--- src/hw/rtl/nbsp_pkg.sv ---
// Package for the nine-bit word packer: widths, register map and
// controller/datapath command and status structs. No dependencies.
`timescale 1ns / 1ps
`default_nettype none
package nbsp_pkg;

    localparam int BYTE_W  = 8;
    localparam int WORD_W  = 9;
    localparam int ACC_W   = 16;
    localparam int CNT_W   = 5;
    localparam int PADDR_W = 3;
    localparam int PDATA_W = 32;

    localparam logic [0:0] REG_PAD_COMMAND = 1'b0;
    localparam logic [BYTE_W-1:0] PAD_COMMAND_RESET = 8'h00;

    typedef struct packed {
        logic load_word;
        logic load_pad;
        logic emit;
        logic last;
    } cmd_t;

    typedef struct packed {
        logic out_free;
        logic rem_ge8;
        logic rem_zero;
    } stat_t;

endpackage
`default_nettype wire

--- src/hw/rtl/nbsp_if.sv ---
// Stream interfaces for input words and output bytes.
// Depends on nbsp_pkg.
`timescale 1ns / 1ps
`default_nettype none
interface nbsp_word_if;
    logic                       valid;
    logic                       ready;
    logic [nbsp_pkg::BYTE_W-1:0] word_byte;
    logic                       is_data;
    logic                       flush_after;

    modport source (output valid, output word_byte, output is_data, output flush_after,
                    input ready);
    modport sink   (input valid, input word_byte, input is_data, input flush_after,
                    output ready);
endinterface

interface nbsp_byte_if;
    logic                       valid;
    logic                       ready;
    logic [nbsp_pkg::BYTE_W-1:0] out_byte;
    logic                       last_of_item;

    modport source (output valid, output out_byte, output last_of_item, input ready);
    modport sink   (input valid, input out_byte, input last_of_item, output ready);
endinterface
`default_nettype wire

--- src/hw/rtl/nbsp_ctrl.sv ---
// Controller state machine of the word packer: sequences word load,
// byte emission and padding. Depends on nbsp_pkg.
`timescale 1ns / 1ps
`default_nettype none
module nbsp_ctrl (
    input  wire logic            clk,
    input  wire logic            rst_n,
    input  wire logic            in_valid,
    input  wire logic            flush_in,
    output logic                 in_ready,
    input  wire nbsp_pkg::stat_t stat,
    output nbsp_pkg::cmd_t       cmd
);

    typedef enum logic [2:0] {
        ST_IDLE  = 3'b001,
        ST_SHIFT = 3'b010,
        ST_PAD   = 3'b100
    } state_t;

    state_t state_reg, state_next;
    logic   flush_reg, flush_next;

    always_ff @(posedge clk or negedge rst_n)
    begin
        if (!rst_n)
        begin
            state_reg <= ST_IDLE;
            flush_reg <= 1'b0;
        end
        else
        begin
            state_reg <= state_next;
            flush_reg <= flush_next;
        end
    end

    assign in_ready = (state_reg == ST_IDLE);

    always_comb
    begin
        state_next = state_reg;
        flush_next = flush_reg;
        cmd        = '0;
        case (state_reg)
            ST_IDLE:
            begin
                if (in_valid)
                begin
                    cmd.load_word = 1'b1;
                    flush_next    = flush_in;
                    state_next    = ST_SHIFT;
                end
            end
            ST_SHIFT:
            begin
                if (stat.out_free)
                begin
                    cmd.emit = 1'b1;
                    if (stat.rem_ge8)
                    begin
                        state_next = ST_SHIFT;
                    end
                    else if (flush_reg && !stat.rem_zero)
                    begin
                        state_next = ST_PAD;
                    end
                    else
                    begin
                        cmd.last   = 1'b1;
                        state_next = ST_IDLE;
                    end
                end
            end
            ST_PAD:
            begin
                cmd.load_pad = 1'b1;
                state_next   = ST_SHIFT;
            end
            default:
            begin
                state_next = ST_IDLE;
            end
        endcase
    end

endmodule
`default_nettype wire

--- src/hw/rtl/nbsp_dpath.sv ---
// Datapath of the word packer: left-aligned bit accumulator, bit count
// and output byte register. Depends on nbsp_pkg.
`timescale 1ns / 1ps
`default_nettype none
module nbsp_dpath (
    input  wire logic                        clk,
    input  wire logic                        rst_n,
    input  wire nbsp_pkg::cmd_t              cmd,
    output nbsp_pkg::stat_t                  stat,
    input  wire logic [nbsp_pkg::BYTE_W-1:0] word_byte,
    input  wire logic                        is_data,
    input  wire logic [nbsp_pkg::BYTE_W-1:0] pad_command,
    input  wire logic                        out_ready,
    output logic                             out_valid,
    output logic [nbsp_pkg::BYTE_W-1:0]      out_byte,
    output logic                             out_last
);

    localparam int ACC_W  = nbsp_pkg::ACC_W;
    localparam int CNT_W  = nbsp_pkg::CNT_W;
    localparam int BYTE_W = nbsp_pkg::BYTE_W;
    localparam int WORD_W = nbsp_pkg::WORD_W;

    logic [ACC_W-1:0]  acc_reg, acc_next;
    logic [CNT_W-1:0]  cnt_reg, cnt_next;
    logic              out_valid_reg, out_valid_next;
    logic [BYTE_W-1:0] out_byte_reg, out_byte_next;
    logic              out_last_reg, out_last_next;
    logic [WORD_W-1:0] word9;
    logic [ACC_W-1:0]  append;

    assign word9  = cmd.load_pad ? {1'b0, pad_command} : {is_data, word_byte};
    assign append = {word9, {(ACC_W-WORD_W){1'b0}}} >> cnt_reg[2:0];

    assign stat.out_free = !out_valid_reg || out_ready;
    assign stat.rem_ge8  = cnt_reg >= CNT_W'(2 * BYTE_W);
    assign stat.rem_zero = cnt_reg == CNT_W'(BYTE_W);

    always_comb
    begin
        acc_next       = acc_reg;
        cnt_next       = cnt_reg;
        out_valid_next = out_valid_reg;
        out_byte_next  = out_byte_reg;
        out_last_next  = out_last_reg;
        if (out_ready)
        begin
            out_valid_next = 1'b0;
        end
        if (cmd.load_word || cmd.load_pad)
        begin
            acc_next = acc_reg | append;
            cnt_next = cnt_reg + CNT_W'(WORD_W);
        end
        else if (cmd.emit)
        begin
            acc_next       = {acc_reg[ACC_W-BYTE_W-1:0], {BYTE_W{1'b0}}};
            cnt_next       = cnt_reg - CNT_W'(BYTE_W);
            out_valid_next = 1'b1;
            out_byte_next  = acc_reg[ACC_W-1 -: BYTE_W];
            out_last_next  = cmd.last;
        end
    end

    always_ff @(posedge clk or negedge rst_n)
    begin
        if (!rst_n)
        begin
            acc_reg       <= '0;
            cnt_reg       <= '0;
            out_valid_reg <= 1'b0;
        end
        else
        begin
            acc_reg       <= acc_next;
            cnt_reg       <= cnt_next;
            out_valid_reg <= out_valid_next;
        end
    end

    always_ff @(posedge clk)
    begin
        out_byte_reg <= out_byte_next;
        out_last_reg <= out_last_next;
    end

    assign out_valid = out_valid_reg;
    assign out_byte  = out_byte_reg;
    assign out_last  = out_last_reg;

endmodule
`default_nettype wire

--- src/hw/rtl/nine_bit_spi_word_packer_core.sv ---
// Top level of the nine-bit word packer: APB register, controller and datapath.
// Depends on nbsp_pkg, nbsp_if, nbsp_ctrl and nbsp_dpath.
//
// Each input word (D/C bit then byte, MSB first) is appended to a 16-bit
// accumulator, then every completed byte leaves through the output
// register at one per cycle while the output is not stalled and no
// padding word is being appended. A flush appends padding words, each
// followed by the bytes it completes, until no bit is pending: at most
// seven padding words, when a word leaves one pending bit (nine bytes).
// Appends and byte shifts share the single accumulator, so one word is
// packed at a time. The next word is taken once the item's last byte
// sits in the output register. pad_command is at byte address 0 and
// should be written only while the block is idle.
`timescale 1ns / 1ps
`default_nettype none
module nine_bit_spi_word_packer_core (
    input  wire logic                         clk,
    input  wire logic                         rst_n,
    input  wire logic                         psel,
    input  wire logic                         penable,
    input  wire logic                         pwrite,
    input  wire logic [nbsp_pkg::PADDR_W-1:0] paddr,
    input  wire logic [nbsp_pkg::PDATA_W-1:0] pwdata,
    output logic      [nbsp_pkg::PDATA_W-1:0] prdata,
    output logic                              pready,
    nbsp_word_if.sink                         word_in,
    nbsp_byte_if.source                       byte_out
);

    logic [nbsp_pkg::BYTE_W-1:0] pad_command_reg, pad_command_next;
    logic                        wr_pad;
    nbsp_pkg::cmd_t              cmd;
    nbsp_pkg::stat_t             stat;

    assign pready = 1'b1;
    assign wr_pad = psel && penable && pwrite && pready
                    && (paddr[nbsp_pkg::PADDR_W-1] == nbsp_pkg::REG_PAD_COMMAND);

    assign pad_command_next = wr_pad ? pwdata[nbsp_pkg::BYTE_W-1:0] : pad_command_reg;

    always_ff @(posedge clk or negedge rst_n)
    begin
        if (!rst_n)
        begin
            pad_command_reg <= nbsp_pkg::PAD_COMMAND_RESET;
        end
        else
        begin
            pad_command_reg <= pad_command_next;
        end
    end

    always_comb
    begin
        prdata = '0;
        if (paddr[nbsp_pkg::PADDR_W-1] == nbsp_pkg::REG_PAD_COMMAND)
        begin
            prdata[nbsp_pkg::BYTE_W-1:0] = pad_command_reg;
        end
    end

    nbsp_ctrl u_ctrl (
        .clk      (clk),
        .rst_n    (rst_n),
        .in_valid (word_in.valid),
        .flush_in (word_in.flush_after),
        .in_ready (word_in.ready),
        .stat     (stat),
        .cmd      (cmd)
    );

    nbsp_dpath u_dpath (
        .clk         (clk),
        .rst_n       (rst_n),
        .cmd         (cmd),
        .stat        (stat),
        .word_byte   (word_in.word_byte),
        .is_data     (word_in.is_data),
        .pad_command (pad_command_reg),
        .out_ready   (byte_out.ready),
        .out_valid   (byte_out.valid),
        .out_byte    (byte_out.out_byte),
        .out_last    (byte_out.last_of_item)
    );

endmodule
`default_nettype wire

--- src/flat_wrapper.sv ---
// flat-port wrapper written by rule: the top's interface ports become plain ports
module nine_bit_spi_word_packer_core_flat 
  (clk, rst_n, psel, penable, pwrite, paddr, pwdata, prdata, pready, word_in_valid, word_in_word_byte, word_in_is_data, word_in_flush_after, word_in_ready, byte_out_valid, byte_out_out_byte, byte_out_last_of_item, byte_out_ready);
  nbsp_word_if word_in_i ();
  nbsp_byte_if byte_out_i ();
  input  wire logic clk;
  input  wire logic rst_n;
  input  wire logic psel;
  input  wire logic penable;
  input  wire logic pwrite;
  input  wire logic [nbsp_pkg::PADDR_W-1:0] paddr;
  input  wire logic [nbsp_pkg::PDATA_W-1:0] pwdata;
  output logic      [nbsp_pkg::PDATA_W-1:0] prdata;
  output logic pready;
  input wire logic [$bits(word_in_i.valid)-1:0] word_in_valid;
  input wire logic [$bits(word_in_i.word_byte)-1:0] word_in_word_byte;
  input wire logic [$bits(word_in_i.is_data)-1:0] word_in_is_data;
  input wire logic [$bits(word_in_i.flush_after)-1:0] word_in_flush_after;
  output wire logic [$bits(word_in_i.ready)-1:0] word_in_ready;
  output wire logic [$bits(byte_out_i.valid)-1:0] byte_out_valid;
  output wire logic [$bits(byte_out_i.out_byte)-1:0] byte_out_out_byte;
  output wire logic [$bits(byte_out_i.last_of_item)-1:0] byte_out_last_of_item;
  input wire logic [$bits(byte_out_i.ready)-1:0] byte_out_ready;
  assign word_in_i.valid = word_in_valid;
  assign word_in_i.word_byte = word_in_word_byte;
  assign word_in_i.is_data = word_in_is_data;
  assign word_in_i.flush_after = word_in_flush_after;
  assign word_in_ready = word_in_i.ready;
  assign byte_out_valid = byte_out_i.valid;
  assign byte_out_out_byte = byte_out_i.out_byte;
  assign byte_out_last_of_item = byte_out_i.last_of_item;
  assign byte_out_i.ready = byte_out_ready;
  nine_bit_spi_word_packer_core u_core (.clk(clk), .rst_n(rst_n), .psel(psel), .penable(penable), .pwrite(pwrite), .paddr(paddr), .pwdata(pwdata), .prdata(prdata), .pready(pready), .word_in(word_in_i), .byte_out(byte_out_i));
endmodule
--- config.mk ---
export PLATFORM = sky130hd
export DESIGN_NAME = nine_bit_spi_word_packer_core_flat
export DESIGN_NICKNAME = d
export VERILOG_FILES = /design/src/hw/rtl/nbsp_pkg.sv /design/src/hw/rtl/nbsp_if.sv /design/src/hw/rtl/nbsp_ctrl.sv /design/src/hw/rtl/nbsp_dpath.sv /design/src/hw/rtl/nine_bit_spi_word_packer_core.sv /design/src/flat_wrapper.sv
export SDC_FILE = /design/constraint.sdc
export NUM_CORES = 1
export LEC_CHECK = 0
export ABC_AREA = 1
export BUFFER_PORTS_ARGS = -buffer_cell sky130_fd_sc_hd__buf_2
export CAP_MARGIN = 25
export CORE_MARGIN = 3
export CORE_UTILIZATION = 45
export DETAILED_ROUTE_END_ITERATION = 16
export HOLD_SLACK_MARGIN = 0.03
export PLACE_DENSITY = 0.72
export SLEW_MARGIN = 20
export SYNTH_ARGS = -nofsm -noshare
export SYNTH_HDL_FRONTEND = slang
export SYNTH_HIERARCHICAL = 1
export SYNTH_SLANG_ARGS = --single-unit
--- constraint.sdc ---
create_clock -name clk -period 2.4 [get_ports clk]
set_input_delay 0.72 -clock clk [delete_from_list [all_inputs] [get_ports clk]]
set_output_delay 0.72 -clock clk [all_outputs]
set_load 0.1 [all_outputs]
==> impl_results.html, run 1 <==
<table>
<tr><th>Metric</th><th>Value</th></tr>
<tr><th colspan="2">Power</th></tr>
<tr><td>Internal power</td><td>approximately 1.8 mW</td></tr>
<tr><td>Register share of total power</td><td>between 30% and 40%</td></tr>
<tr><td>LEAKAGE</td><td>between 1.5 and 2 nW</td></tr>
<tr><td>P_sw</td><td>a little under 2 mW</td></tr>
<tr><td>Worst ir drop on vdd</td><td>approximately 0.00056 V</td></tr>
<tr><td>Switching power share of the total</td><td>~52%</td></tr>
<tr><td>Clock power frac</td><td>a little under an eighth</td></tr>
<tr><td>Overall power</td><td>around 3.8 mW</td></tr>
<tr><td>Power share of the combinational group</td><td>approximately 54%</td></tr>
<tr><td>PwrDens</td><td>~1300 mW/mm^2</td></tr>
<tr><th colspan="2">Synth</th></tr>
<tr><td>Number of storage elements in the synthesis netlist</td><td>between 40 and 50</td></tr>
<tr><td>Cell types with the highest counts after synthesis</td><td>101 x sky130_fd_sc_hd__nand2_1, 45 x sky130_fd_sc_hd__nand3_1, 33 x sky130_fd_sc_hd__dfrtp_1, 27 x sky130_fd_sc_hd__inv_1, 25 x sky130_fd_sc_hd__buf_4</td></tr>
<tr><td>Sequential fraction of the synthesis area</td><td>between 40% and 50%</td></tr>
<tr><td>Cell with the most instances after synthesis</td><td>sky130_fd_sc_hd__nand2_1</td></tr>
<tr><td>Post-synth top area cell</td><td>sky130_fd_sc_hd__dfrtp_1</td></tr>
<tr><td>Most used flip-flop cell after synthesis</td><td>sky130_fd_sc_hd__dfrtp_1</td></tr>
<tr><td>Share of the synthesized area in the top cell type</td><td>32.5%</td></tr>
<tr><td>Number of instances in the synthesized netlist</td><td>322</td></tr>
<tr><td>Synthesized area per cell</td><td>just under 8 sq um</td></tr>
<tr><td>Post-synth EDFFs</td><td>9</td></tr>
<tr><td>Share of async-settable or async-resettable flops after synthesis</td><td>~79%</td></tr>
<tr><td>Number of distinct standard cells referenced by the synthesized netlist</td><td>39</td></tr>
<tr><td>Number of warnings issued by yosys</td><td>6</td></tr>
<tr><td>Synthesized cell area</td><td>approximately 0.0025 sq mm</td></tr>
<tr><td>Top cells by area in the synthesized netlist</td><td>sky130_fd_sc_hd__dfrtp_1 33%, sky130_fd_sc_hd__nand2_1 15%, sky130_fd_sc_hd__edfxtp_1 11%</td></tr>
<tr><th colspan="2">Clock network</th></tr>
<tr><td>Inserted Clock Buffers</td><td>5</td></tr>
<tr><td>TritonCTS clock tree</td><td>yes</td></tr>
<tr><td>Count of buffers added by post-CTS timing repair for setup</td><td>0</td></tr>
<tr><td>Total of cells resized after clock tree synthesis</td><td>0</td></tr>
<tr><td>Clock Sink Count</td><td>43</td></tr>
<tr><td>Maximum buffer depth of the clock tree</td><td>2</td></tr>
<tr><td>CTS root buf</td><td>sky130_fd_sc_hd__clkbuf_8</td></tr>
<tr><td>Worst-skew pair later-pin latency</td><td>~0.29 ns</td></tr>
<tr><td>CTS H-tree depth</td><td>2</td></tr>
<tr><td>Register clock-pin slew on the reported worst setup and hold paths</td><td>around 0.08 ns</td></tr>
<tr><td># hold bufs at CTS</td><td>0</td></tr>
<tr><th colspan="2">STA</th></tr>
<tr><td>Max Clock Freq</td><td>roughly 450 MHz</td></tr>
<tr><td>Final Critical Period</td><td>around 2.2 ns</td></tr>
<tr><td>Slew Limit Fails</td><td>0</td></tr>
<tr><td>Number of hold-slack violations in the final timing report</td><td>0</td></tr>
<tr><td>Normalized max-slew margin</td><td>between 40% and 50%</td></tr>
<tr><td>Fin crit share</td><td>between 90% and 100%</td></tr>
<tr><td>Unrepaired setup endpoints after global routing</td><td>no</td></tr>
<tr><td>Clock tree skew after final layout</td><td>~0.0040 ns</td></tr>
<tr><td>Setup TNS</td><td>0 ns</td></tr>
<tr><td>Post-Route Hold Slack</td><td>~0.45 ns</td></tr>
<tr><td>Worst-margin pin slew</td><td>0.765 ns</td></tr>
<tr><td>Total setup violations reported at the end of the flow</td><td>0</td></tr>
<tr><th colspan="2">Placed design</th></tr>
<tr><td>Weighted congestion at the end of routability-driven global placement</td><td>between 0.8 and 0.9</td></tr>
<tr><td>Total cell area at the placement stage</td><td>around 0.0028 sq mm</td></tr>
<tr><td>Total half-perimeter wirelength after legalization and detailed placement</td><td>4030 um</td></tr>
<tr><td>Port buffer count</td><td>44</td></tr>
<tr><th colspan="2">Critical path</th></tr>
<tr><td>Critical path's largest stage delay</td><td>between 0.5 and 0.6 ns</td></tr>
<tr><td>Data required time at the worst endpoint</td><td>between 1.5 and 2 ns</td></tr>
<tr><td>Slowest-stage cell, CP</td><td>sky130_fd_sc_hd__dfstp_2</td></tr>
<tr><td>Crit start category</td><td>register</td></tr>
<tr><td>CP Capture Type</td><td>output port</td></tr>
<tr><td>Worst Path Arrival</td><td>between 1 and 1.5 ns</td></tr>
<tr><td>Kind of critical path</td><td>reg -&gt; out</td></tr>
<tr><td>Kind of cell with the highest combined delay on the critical path</td><td>flip-flops</td></tr>
<tr><td>Crit path max fanout</td><td>4</td></tr>
<tr><td>R2R Path Start</td><td>u_core/u_ctrl/state_reg[1]</td></tr>
<tr><td>Reg-to-reg endpoint</td><td>u_core/u_dpath/acc_reg[6]</td></tr>
<tr><td>Critical path origin</td><td>u_core/u_ctrl/state_reg[0]</td></tr>
<tr><td>FF-to-FF setup slack</td><td>about 0.40 ns</td></tr>
<tr><td>Cell Chain, Critical Path</td><td>nand3_1 &gt; inv_1 &gt; buf_2</td></tr>
<tr><td>Critical path depth</td><td>3</td></tr>
<tr><td>Capture point of the critical path</td><td>word_in_ready</td></tr>
<tr><td>Bufs and invs on worst path</td><td>2</td></tr>
<tr><td>R2r worst-path depth</td><td>8</td></tr>
<tr><th colspan="2">Die</th></tr>
<tr><td>Die width</td><td>~80 um</td></tr>
<tr><td>Cell row count</td><td>26</td></tr>
<tr><td>Number of top-level pins</td><td>96</td></tr>
<tr><td>Core Footprint</td><td>0.00527 sq mm</td></tr>
<tr><td>Initial cell density of the core</td><td>about half</td></tr>
<tr><td>Vertical die dimension</td><td>roughly 80 um</td></tr>
<tr><td>Die area</td><td>0.00658 sq mm</td></tr>
<tr><th colspan="2">Routing</th></tr>
<tr><td>DRT Wirelength</td><td>just over 5000 um</td></tr>
<tr><td>Number of DRC markers in iteration 0</td><td>132</td></tr>
<tr><td>Detail-routed via count per cell</td><td>about 4.7</td></tr>
<tr><td>Post-DR wirelength/cell</td><td>11.8 um</td></tr>
<tr><td>Post-route DRC violation count</td><td>0</td></tr>
<tr><td>Detailed-route via count</td><td>2062</td></tr>
<tr><td>Antenna-violating nets left</td><td>0</td></tr>
<tr><td>TritonRoute pass-1 iters</td><td>4</td></tr>
<tr><th colspan="2">GRT</th></tr>
<tr><td>First-pass GRT wire length</td><td>8960 um</td></tr>
<tr><td>Overall fraction of global-route tracks in use</td><td>~17%</td></tr>
<tr><td>Initial antenna violation count</td><td>0</td></tr>
<tr><td>Largest net degree at the start of global routing</td><td>35</td></tr>
<tr><td>GR Overflow Total</td><td>0</td></tr>
<tr><td>Via count of the first global-routing pass</td><td>about 1900</td></tr>
<tr><th colspan="2">Finish</th></tr>
<tr><td>Antenna fix cells</td><td>0</td></tr>
<tr><td>Layout cell share with drive strength beyond 1</td><td>about a fifth</td></tr>
<tr><td>Total non-filler cell area in the finished layout</td><td>0.00292 sq mm</td></tr>
<tr><td>Flip-flop count of the largest register, all copies and words added</td><td>16</td></tr>
<tr><td>Final nets</td><td>between 400 and 500</td></tr>
<tr><td>Layout Utilization</td><td>55.5%</td></tr>
<tr><td>Area delta synth-&gt;final</td><td>15.2%</td></tr>
<tr><td>Count of fill cells added during filler insertion</td><td>roughly 520</td></tr>
<tr><th colspan="2">Run</th></tr>
<tr><td>Number of violations of the max-capacitance limit</td><td>0</td></tr>
<tr><th colspan="2">Run status</th></tr>
<tr><td>Result of the run</td><td>completed</td></tr>
<tr><th colspan="2">Min path</th></tr>
<tr><td>Cells on Worst Hold Path</td><td>0</td></tr>
<tr><td>Worst min-delay path class</td><td>reg -&gt; reg</td></tr>
</table>
==> cell usage in the layout, fill, tap and decap left out, types with 2 or more instances in the layout <==
master                     count
sky130_fd_sc_hd__nor2_2        2
sky130_fd_sc_hd__o21ai_1       2
sky130_fd_sc_hd__conb_1       25
sky130_fd_sc_hd__ha_1          3
sky130_fd_sc_hd__a21boi_0      2
sky130_fd_sc_hd__nand4_1       3
sky130_fd_sc_hd__nor2_4        2
sky130_fd_sc_hd__nand3_2       2
sky130_fd_sc_hd__inv_2         6
sky130_fd_sc_hd__dfrtp_1      33
sky130_fd_sc_hd__nor2_1       18
sky130_fd_sc_hd__nand3_1      45
sky130_fd_sc_hd__o21ai_0       8
sky130_fd_sc_hd__inv_1        27
sky130_fd_sc_hd__a21oi_1       3
sky130_fd_sc_hd__clkbuf_8      5
sky130_fd_sc_hd__buf_12        8
sky130_fd_sc_hd__buf_2        36
sky130_fd_sc_hd__edfxtp_1      9
sky130_fd_sc_hd__nor2_8        2
sky130_fd_sc_hd__xor2_1        3
sky130_fd_sc_hd__nand2_1     101
sky130_fd_sc_hd__buf_4         3
sky130_fd_sc_hd__nand2_4       2
==> worst min path at each step <==
stage	endpoint	slack, ns	from
after global placement	u_core/u_dpath/out_byte[2]	0.43	u_core/u_dpath/acc_reg[10]
after CTS	u_core/u_dpath/out_byte[6]	0.45	u_core/u_dpath/acc_reg[14]
after floorplan	u_core/pad_command_reg[0]	0.42	rst_n
after detailed placement	u_core/u_dpath/out_byte[4]	0.43	u_core/u_dpath/acc_reg[12]
final	u_core/u_dpath/out_byte[6]	0.45	u_core/u_dpath/acc_reg[14]
after global routing	u_core/u_dpath/out_byte[6]	0.47	u_core/u_dpath/acc_reg[14]
==> final cells by class <==
| class | instances | area (sq um) | area share [%] |
|---|---|---|---|
| Clock buffer | 6 | 72.6 | 2.48 |
| Clock inverter | 2 | 12.5 | 0.428 |
| Inverter | 35 | 134 | 4.58 |
| Multi-Input combinational cell | 234 | 1130 | 38.7 |
| Sequential cell | 43 | 1120 | 38.4 |
| Tap cell | 70 | 87.6 | 3.00 |
| Timing Repair Buffer | 47 | 363 | 12.4 |
==> layer usage <==
metal  GRT usage [%]  part of all wire, %  vias up
li1                -                    -     1066
met1            22.4                   44      923
met2            28.8                   48       69
met3            5.21                  7.7        4
met4            3.04                 0.48        0
met5               0                    0        -
==> power by group through the flow <==
stage | Sequential, mW | Clock [mW] | Combinational [mW]
detailed placement | 1.29 | 0 | 2.03
global route | 1.32 | 0.496 | 2.23
CTS | 1.28 | 0.456 | 2.05
global placement | 1.28 | 0 | 1.99
floorplan | 1.52 | 0 | 1.41
finish | 1.28 | 0.442 | 2.04
==> worst reg2reg max path, stage by stage (launching register included) <==
cell and delay, ns:
sky130_fd_sc_hd__dfrtp_1 0.46, sky130_fd_sc_hd__nor2_1 0.11, sky130_fd_sc_hd__nand2_1 0.08, sky130_fd_sc_hd__inv_1 0.33, sky130_fd_sc_hd__inv_2 0.17, sky130_fd_sc_hd__o21ai_0 0.26, sky130_fd_sc_hd__nand2_1 0.11, sky130_fd_sc_hd__a31oi_1 0.25
sky130_fd_sc_hd__o21ai_0 0.12
==> kinds of logic (layout without fill, tap and decap cells) <==
kind of cell	Yosys count	after routing	share of synthesized area, %
other	2	25	0.296
AOI/OAI and AO/OA	21	21	5.13
buffers and inverters	68	90	14.6
xor gates and xnor gates	4	4	1.38
and+or+nand+nor	181	181	32.9
adders and majority gates	3	3	1.48
DFF	43	43	44.2
==> through the flow <==
step	worst slack [ns]	instances
global placement	0.362	429
CTS	0.180	437
floorplan	-0.434	345
detailed placement	0.341	429
finish	0.189	437
global route	0.114	437
(Power assumes the default switching activity.)
==> run 2: changes to the inputs <==
==> constraint.sdc (replaced) <==
create_clock -name clk -period 2.7 [get_ports clk]
set_input_delay 0.81 -clock clk [delete_from_list [all_inputs] [get_ports clk]]
set_output_delay 0.81 -clock clk [all_outputs]
set_load 0.1 [all_outputs]
==> run 2 against run 1 <==
Effect of this change: register-to-register slack gained 0.29 ns; clock skew grew 0.00064 ns; clock power grew 11%; final cell count shrank 0.23%; non-clock buffer count shrank 1; critical path depth is the same; final area shrank 3.6%; sequential cell count is the same.
==> impl_results.html, run 2 (synthesis gave the netlist of run 1 again) <==
<table>
<tr><th>Metric</th><th>Value</th></tr>
<tr><th colspan="2">Run status</th></tr>
<tr><td>Result of the run</td><td>completed</td></tr>
<tr><th colspan="2">Power</th></tr>
<tr><td>Power share of the combinational group</td><td>between 50 and 60%</td></tr>
<tr><td>Clock power frac</td><td>14.5%</td></tr>
<tr><td>Switching power share of the total</td><td>between 50% and 60%</td></tr>
<tr><td>Internal power</td><td>~1.7 mW</td></tr>
<tr><td>Register share of total power</td><td>approximately a third</td></tr>
<tr><td>Worst ir drop on vdd</td><td>0.000483 V</td></tr>
<tr><td>PwrDens</td><td>1200 mW/mm^2</td></tr>
<tr><td>P_sw</td><td>about 1.7 mW</td></tr>
<tr><td>LEAKAGE</td><td>roughly 1.5 nW</td></tr>
<tr><th colspan="2">Die</th></tr>
<tr><td>Number of top-level pins</td><td>96</td></tr>
<tr><td>Cell row count</td><td>26</td></tr>
<tr><td>Die width</td><td>around 81 um</td></tr>
<tr><td>Initial cell density of the core</td><td>a little under 50%</td></tr>
<tr><td>Vertical die dimension</td><td>~80 um</td></tr>
<tr><td>Core Footprint</td><td>0.00527 sq mm</td></tr>
<tr><td>Die area</td><td>around 0.0066 sq mm</td></tr>
<tr><th colspan="2">Finish</th></tr>
<tr><td>Most common library cell in the layout ignoring fill and taps</td><td>sky130_fd_sc_hd__nand2_1</td></tr>
<tr><td>Leading cell types in the layout, fill and taps excluded</td><td>101 x sky130_fd_sc_hd__nand2_1, 45 x sky130_fd_sc_hd__nand3_1, 44 x sky130_fd_sc_hd__buf_2</td></tr>
<tr><td>Antenna fix cells</td><td>0</td></tr>
<tr><td>Area delta synth-&gt;final</td><td>11.0%</td></tr>
<tr><td>Cell Count, Final, Fillers Out</td><td>between 400 and 500</td></tr>
<tr><td>Flip-flop count of the largest register, all copies and words added</td><td>16</td></tr>
<tr><td>Total non-filler cell area in the finished layout</td><td>0.00282 sq mm</td></tr>
<tr><td>Final nets</td><td>between 400 and 500</td></tr>
<tr><td>Layout cell share with drive strength beyond 1</td><td>between 20% and 30%</td></tr>
<tr><td>Count of fill cells added during filler insertion</td><td>~530</td></tr>
<tr><th colspan="2">Placed design</th></tr>
<tr><td>Cell count after placement</td><td>around 430</td></tr>
<tr><td>Worst setup slack before clock tree synthesis</td><td>roughly 0.35 ns</td></tr>
<tr><td>Total cell area at the placement stage</td><td>between 0.002 and 0.003 sq mm</td></tr>
<tr><td>Port buffer count</td><td>44</td></tr>
<tr><td>Total half-perimeter wirelength after legalization and detailed placement</td><td>3810 um</td></tr>
<tr><td>Weighted congestion at the end of routability-driven global placement</td><td>around 0.87</td></tr>
<tr><th colspan="2">GRT</th></tr>
<tr><td>Overall fraction of global-route tracks in use</td><td>roughly 16%</td></tr>
<tr><td>GR Overflow Total</td><td>0</td></tr>
<tr><td>Initial antenna violation count</td><td>0</td></tr>
<tr><td>First-pass GRT wire length</td><td>8330 um</td></tr>
<tr><td>Largest net degree at the start of global routing</td><td>35</td></tr>
<tr><td>Via count of the first global-routing pass</td><td>approximately 1900</td></tr>
<tr><th colspan="2">Clock network</th></tr>
<tr><td>CTS root buf</td><td>sky130_fd_sc_hd__clkbuf_8</td></tr>
<tr><td>TritonCTS clock tree</td><td>yes</td></tr>
<tr><td>Total of cells resized after clock tree synthesis</td><td>0</td></tr>
<tr><td>Worst-skew pair later-pin latency</td><td>0.29 ns</td></tr>
<tr><td># hold bufs at CTS</td><td>0</td></tr>
<tr><td>Count of buffers added by post-CTS timing repair for setup</td><td>0</td></tr>
<tr><td>Inserted Clock Buffers</td><td>5</td></tr>
<tr><td>Clock Sink Count</td><td>43</td></tr>
<tr><td>CTS H-tree depth</td><td>2</td></tr>
<tr><td>Register clock-pin slew on the reported worst setup and hold paths</td><td>0.08 ns</td></tr>
<tr><td>Maximum buffer depth of the clock tree</td><td>2</td></tr>
<tr><th colspan="2">Critical path</th></tr>
<tr><td>R2r worst-path depth</td><td>8</td></tr>
<tr><td>Capture point of the critical path</td><td>prdata[6]</td></tr>
<tr><td>Crit start category</td><td>input port</td></tr>
<tr><td>Kind of cell with the highest combined delay on the critical path</td><td>buffers and inverters</td></tr>
<tr><td>Critical path depth</td><td>3</td></tr>
<tr><td>Crit path max fanout</td><td>9</td></tr>
<tr><td>R2R Path Start</td><td>u_core/u_ctrl/state_reg[1]</td></tr>
<tr><td>Bufs and invs on worst path</td><td>2</td></tr>
<tr><td>Critical path's largest stage delay</td><td>~0.43 ns</td></tr>
<tr><td>FF-to-FF setup slack</td><td>around 0.69 ns</td></tr>
<tr><td>Cell seen most often among critical-path stages</td><td>sky130_fd_sc_hd__buf_2</td></tr>
<tr><td>CP Capture Type</td><td>output port</td></tr>
<tr><td>Data required time at the worst endpoint</td><td>1.89 ns</td></tr>
<tr><td>Slowest-stage cell, CP</td><td>sky130_fd_sc_hd__buf_2</td></tr>
<tr><td>Kind of critical path</td><td>in -&gt; out</td></tr>
<tr><td>Reg-to-reg endpoint</td><td>u_core/u_dpath/acc_reg[6]</td></tr>
<tr><td>Critical path origin</td><td>paddr[2]</td></tr>
<tr><td>Cell Chain, Critical Path</td><td>buf_2 &gt; nor2_1 &gt; buf_2</td></tr>
<tr><td>Worst Path Arrival</td><td>1.53 ns</td></tr>
<tr><th colspan="2">STA</th></tr>
<tr><td>Normalized max-slew margin</td><td>50.3%</td></tr>
<tr><td>Final Critical Period</td><td>about 2.3 ns</td></tr>
<tr><td>Slew Limit Fails</td><td>0</td></tr>
<tr><td>Worst-margin pin slew</td><td>between 0.7 and 0.8 ns</td></tr>
<tr><td>Fin crit share</td><td>around 87%</td></tr>
<tr><td>Least setup slack across all paths after layout</td><td>between 0.3 and 0.4 ns</td></tr>
<tr><td>Unrepaired setup endpoints after global routing</td><td>no</td></tr>
<tr><td>Post-Route Hold Slack</td><td>~0.45 ns</td></tr>
<tr><td>Max Clock Freq</td><td>426 MHz</td></tr>
<tr><td>Total setup violations reported at the end of the flow</td><td>0</td></tr>
<tr><td>Setup TNS</td><td>0 ns</td></tr>
<tr><td>Number of hold-slack violations in the final timing report</td><td>0</td></tr>
<tr><td>Clock tree skew after final layout</td><td>0.00465 ns</td></tr>
<tr><th colspan="2">Routing</th></tr>
<tr><td>Post-DR wirelength/cell</td><td>about 11 um</td></tr>
<tr><td>TritonRoute pass-1 iters</td><td>4</td></tr>
<tr><td>Post-route DRC violation count</td><td>0</td></tr>
<tr><td>DRT Wirelength</td><td>4960 um</td></tr>
<tr><td>Number of DRC markers in iteration 0</td><td>between 100 and 150</td></tr>
<tr><td>Antenna-violating nets left</td><td>0</td></tr>
<tr><td>Detail-routed via count per cell</td><td>around 4.7</td></tr>
<tr><td>Detailed-route via count</td><td>just over 2000</td></tr>
<tr><th colspan="2">Min path</th></tr>
<tr><td>Cells on Worst Hold Path</td><td>0</td></tr>
<tr><td>Worst min-delay path class</td><td>reg -&gt; reg</td></tr>
<tr><th colspan="2">Run</th></tr>
<tr><td>Number of violations of the max-capacitance limit</td><td>0</td></tr>
</table>
## run 2: worst min-delay path by stage
stage / to / start
2_1_floorplan: u_core/u_dpath/out_byte[0] / u_core/u_dpath/acc_reg[8]
3_3_place_gp: u_core/u_dpath/out_byte[2] / u_core/u_dpath/acc_reg[10]
3_5_place_dp: u_core/u_dpath/out_byte[6] / u_core/u_dpath/acc_reg[14]
4_1_cts: u_core/u_dpath/out_byte[6] / u_core/u_dpath/acc_reg[14]
5_1_grt: u_core/u_dpath/out_byte[6] / u_core/u_dpath/acc_reg[14]
6_report: u_core/u_dpath/out_byte[6] / u_core/u_dpath/acc_reg[14]
## run 2: area by class of cell
class	count	area, sq um	area share (%)
multi-input cells	234	1130	40.1
flip-flops and latches	43	1120	39.8
repair buffers	46	235	8.35
inverters	35	134	4.75
well taps	70	87.6	3.11
clock buffers	5	68.8	2.44
clock inverters	3	38.8	1.38
## run 2: power by group through the flow
stage                     Sequential (mW)  Combinational [mW]  Clock [mW]
after floorplan                      1.35                1.26           0
after global placement               1.13                1.71           0
after detailed placement             1.15                1.74           0
after CTS                            1.14                1.75       0.496
after global routing                 1.17                1.92       0.526
final                                1.14                1.75       0.489
## run 2: worst register-to-register path: stages, from the launching register on
cell,delay (ns)
sky130_fd_sc_hd__dfrtp_1,0.46
sky130_fd_sc_hd__nor2_1,0.11
sky130_fd_sc_hd__nand2_1,0.08
sky130_fd_sc_hd__inv_1,0.33
sky130_fd_sc_hd__inv_2,0.17
sky130_fd_sc_hd__o21ai_0,0.27
sky130_fd_sc_hd__nand2_1,0.11
sky130_fd_sc_hd__a31oi_1,0.26
sky130_fd_sc_hd__o21ai_0,0.12
## run 2: stage by stage
stage	power [mW]	utilization [%]
3_5_place_dp	2.89	51.4
2_1_floorplan	2.61	-
3_3_place_gp	2.85	51.4
5_1_grt	3.62	53.5
6_report	3.38	53.5
4_1_cts	3.38	53.5
## run 2: layer usage
metal  track usage (%)  routed length, um  vias to the layer above
li1                  -                  -                     1062
met3              3.88                385                        6
met2              26.4               2280                       75
met1              21.0               2250                      894
met4              3.72                 45                        0
met5                 0                  0                        -
==> run 3: changes to the inputs <==
--- a/config.mk
+++ b/config.mk
@@ -9,10 +9,10 @@
 export BUFFER_PORTS_ARGS = -buffer_cell sky130_fd_sc_hd__buf_2
 export CAP_MARGIN = 25
 export CORE_MARGIN = 3
-export CORE_UTILIZATION = 45
+export CORE_UTILIZATION = 52
 export DETAILED_ROUTE_END_ITERATION = 16
 export HOLD_SLACK_MARGIN = 0.03
-export PLACE_DENSITY = 0.72
+export PLACE_DENSITY = 0.81
 export SLEW_MARGIN = 20
 export SYNTH_ARGS = -nofsm -noshare
 export SYNTH_HDL_FRONTEND = slang
==> run 3 against run 2 <==
Effect of this change: clock-buffer cell count unchanged; sequential share of layout area fell by 0.42 points; clock power increased by 19%; final cell count decreased by 0.92%.
==> impl_results.html, run 3 (synthesis gave the netlist of run 1 again) <==
<table>
<tr><th>Metric</th><th>Value</th></tr>
<tr><th colspan="2">Critical path</th></tr>
<tr><td>Crit start category</td><td>input port</td></tr>
<tr><td>Critical path's largest stage delay</td><td>about 0.43 ns</td></tr>
<tr><td>Worst Path Arrival</td><td>between 1.5 and 2 ns</td></tr>
<tr><td>Kind of critical path</td><td>in -&gt; out</td></tr>
<tr><td>Bufs and invs on worst path</td><td>2</td></tr>
<tr><td>Data required time at the worst endpoint</td><td>1.89 ns</td></tr>
<tr><td>Crit path max fanout</td><td>9</td></tr>
<tr><td>Cell seen most often among critical-path stages</td><td>sky130_fd_sc_hd__buf_2</td></tr>
<tr><td>Slowest-stage cell, CP</td><td>sky130_fd_sc_hd__buf_2</td></tr>
<tr><td>Cell Chain, Critical Path</td><td>buf_2 &gt; nor2_1 &gt; buf_2</td></tr>
<tr><td>CP Capture Type</td><td>output port</td></tr>
<tr><td>Kind of cell with the highest combined delay on the critical path</td><td>buffers and inverters</td></tr>
<tr><th colspan="2">Finish</th></tr>
<tr><td>Antenna fix cells</td><td>0</td></tr>
<tr><td>Final nets</td><td>421</td></tr>
<tr><td>Layout cell share with drive strength beyond 1</td><td>roughly a fifth</td></tr>
<tr><td>Footprint of the flip-flops and latches</td><td>roughly 0.0011 sq mm</td></tr>
<tr><td>Leading cell types in the layout, fill and taps excluded</td><td>101 x sky130_fd_sc_hd__nand2_1, 45 x sky130_fd_sc_hd__nand3_1, 44 x sky130_fd_sc_hd__buf_2</td></tr>
<tr><td>Area used by multi-input combinational logic</td><td>about 0.0011 sq mm</td></tr>
<tr><td>Most common library cell in the layout ignoring fill and taps</td><td>sky130_fd_sc_hd__nand2_1</td></tr>
<tr><td>Flip-flop count of the largest register, all copies and words added</td><td>16</td></tr>
<tr><td>Count of fill cells added during filler insertion</td><td>roughly 410</td></tr>
<tr><td>Area delta synth-&gt;final</td><td>12.2%</td></tr>
<tr><th colspan="2">Routing</th></tr>
<tr><td>DRT Wirelength</td><td>about 5000 um</td></tr>
<tr><td>Detail-routed via count per cell</td><td>~4.8</td></tr>
<tr><td>TritonRoute pass-1 iters</td><td>5</td></tr>
<tr><td>Number of DRC markers in iteration 0</td><td>about 160</td></tr>
<tr><td>Detailed-route via count</td><td>2070</td></tr>
<tr><td>Post-DR wirelength/cell</td><td>roughly 12 um</td></tr>
<tr><td>Antenna-violating nets left</td><td>0</td></tr>
<tr><td>Post-route DRC violation count</td><td>0</td></tr>
<tr><th colspan="2">STA</th></tr>
<tr><td>Unrepaired setup endpoints after global routing</td><td>no</td></tr>
<tr><td>Max Clock Freq</td><td>roughly 420 MHz</td></tr>
<tr><td>Worst-margin pin slew</td><td>0.747 ns</td></tr>
<tr><td>Slew Limit Fails</td><td>0</td></tr>
<tr><td>Least setup slack across all paths after layout</td><td>approximately 0.34 ns</td></tr>
<tr><td>Number of hold-slack violations in the final timing report</td><td>0</td></tr>
<tr><td>Setup TNS</td><td>0 ns</td></tr>
<tr><td>Normalized max-slew margin</td><td>50.2%</td></tr>
<tr><td>Fin crit share</td><td>between 80% and 90%</td></tr>
<tr><td>Final Critical Period</td><td>2.36 ns</td></tr>
<tr><td>Total setup violations reported at the end of the flow</td><td>0</td></tr>
<tr><td>Clock tree skew after final layout</td><td>0.00671 ns</td></tr>
<tr><th colspan="2">Power</th></tr>
<tr><td>Worst ir drop on vdd</td><td>~0.00053 V</td></tr>
<tr><td>LEAKAGE</td><td>1.52 nW</td></tr>
<tr><td>Overall power</td><td>3.47 mW</td></tr>
<tr><td>PwrDens</td><td>around 1200 mW/mm^2</td></tr>
<tr><th colspan="2">Run</th></tr>
<tr><td>Number of violations of the max-capacitance limit</td><td>0</td></tr>
<tr><th colspan="2">Die</th></tr>
<tr><td>Cell row count</td><td>24</td></tr>
<tr><td>Die area</td><td>about 0.0058 sq mm</td></tr>
<tr><td>Core Footprint</td><td>approximately 0.0045 sq mm</td></tr>
<tr><td>Vertical die dimension</td><td>around 76 um</td></tr>
<tr><td>Initial cell density of the core</td><td>between 50 and 60%</td></tr>
<tr><td>Die width</td><td>between 70 and 80 um</td></tr>
<tr><td>Number of top-level pins</td><td>between 90 and 100</td></tr>
<tr><th colspan="2">Placed design</th></tr>
<tr><td>Port buffer count</td><td>44</td></tr>
<tr><td>Worst setup slack before clock tree synthesis</td><td>between 0.3 and 0.4 ns</td></tr>
<tr><td>Weighted congestion at the end of routability-driven global placement</td><td>0.858</td></tr>
<tr><td>Total half-perimeter wirelength after legalization and detailed placement</td><td>approximately 3800 um</td></tr>
<tr><th colspan="2">GRT</th></tr>
<tr><td>Most Used Layer, Global Route</td><td>met2</td></tr>
<tr><td>GR Util met1</td><td>between 20% and 30%</td></tr>
<tr><td>Largest net degree at the start of global routing</td><td>35</td></tr>
<tr><td>Routing usage on met2</td><td>31.6%</td></tr>
<tr><td>Via count of the first global-routing pass</td><td>about 2000</td></tr>
<tr><td>First-pass GRT wire length</td><td>8380 um</td></tr>
<tr><td>Initial antenna violation count</td><td>0</td></tr>
<tr><td>Met3 track demand over resource in global routing</td><td>5.28%</td></tr>
<tr><td>Overall fraction of global-route tracks in use</td><td>about a fifth</td></tr>
<tr><td>GR Overflow Total</td><td>0</td></tr>
<tr><th colspan="2">Clock network</th></tr>
<tr><td>Worst-skew pair later-pin latency</td><td>0.29 ns</td></tr>
<tr><td>CTS H-tree depth</td><td>2</td></tr>
<tr><td>Maximum buffer depth of the clock tree</td><td>2</td></tr>
<tr><td># hold bufs at CTS</td><td>0</td></tr>
<tr><td>TritonCTS clock tree</td><td>yes</td></tr>
<tr><td>Total of cells resized after clock tree synthesis</td><td>0</td></tr>
<tr><td>Count of buffers added by post-CTS timing repair for setup</td><td>0</td></tr>
<tr><td>CTS root buf</td><td>sky130_fd_sc_hd__clkbuf_8</td></tr>
<tr><td>Register clock-pin slew on the reported worst setup and hold paths</td><td>0.07 ns</td></tr>
<tr><td>Clock Sink Count</td><td>43</td></tr>
<tr><td>Inserted Clock Buffers</td><td>5</td></tr>
<tr><th colspan="2">Run status</th></tr>
<tr><td>Result of the run</td><td>completed</td></tr>
<tr><th colspan="2">Min path</th></tr>
<tr><td>Worst min-delay path class</td><td>reg -&gt; reg</td></tr>
</table>
==> run 3: cell count changes in the layout (fill, tap and decap cells not counted), sizes merged <==
| cell | change |
|---|---|
| buf | +1 |
| bufinv | +1 |
| clkinvlp | +1 |
| clkinv | -2 |
==> run 3: final cells by class <==
class | count | share of cell area, %
Timing Repair Buffer | 47 | 8.52
Tap cell | 65 | 2.86
Sequential cell | 43 | 39.4
Inverter | 35 | 4.70
Multi-Input combinational cell | 234 | 39.7
Clock buffer | 5 | 2.42
Clock inverter | 3 | 2.37
==> run 3: per-stage QoR <==
step / util (%) / cell area [sq um] / cells / hold WS, ns
floorplan: - / 2620 / 345 / 0.419
global placement: 59.8 / 2710 / 424 / 0.430
detailed placement: 59.8 / 2710 / 424 / 0.432
CTS: 62.8 / 2850 / 432 / 0.450
global route: 62.8 / 2850 / 432 / 0.464
finish: 62.8 / 2850 / 432 / 0.451
==> run 3: worst paths after layout <==
check	start	cells after the start	endpoint	slack [ns]
setup / recovery	paddr[2]	3	prdata[3]	0.34
hold / removal	u_core/u_dpath/acc_reg[9]	0	u_core/u_dpath/out_byte[1]	0.45
setup reg to reg	u_core/u_ctrl/state_reg[1]	8	u_core/u_dpath/acc_reg[6]	0.60
hold reg to reg	u_core/u_dpath/acc_reg[9]	0	u_core/u_dpath/out_byte[1]	0.45
max in group asynchronous	rst_n	1	u_core/u_dpath/acc_reg[10]	1.64
min in group asynchronous	rst_n	1	u_core/u_dpath/out_valid	0.59
==> run 3: routing by layer <==
metal | wire (um) | vias up
met3 | 365 | 6
met5 | 0 | -
met2 | 2390 | 81
li1 | - | 1065
met1 | 2170 | 918
met4 | 51 | 0
==> run 3: where the power goes <==
part | internal, mW | switching (mW) | total, mW
logic | 0.448 | 1.31 | 1.76
registers | 0.937 | 0.197 | 1.13
clock network | 0.369 | 0.215 | 0.584
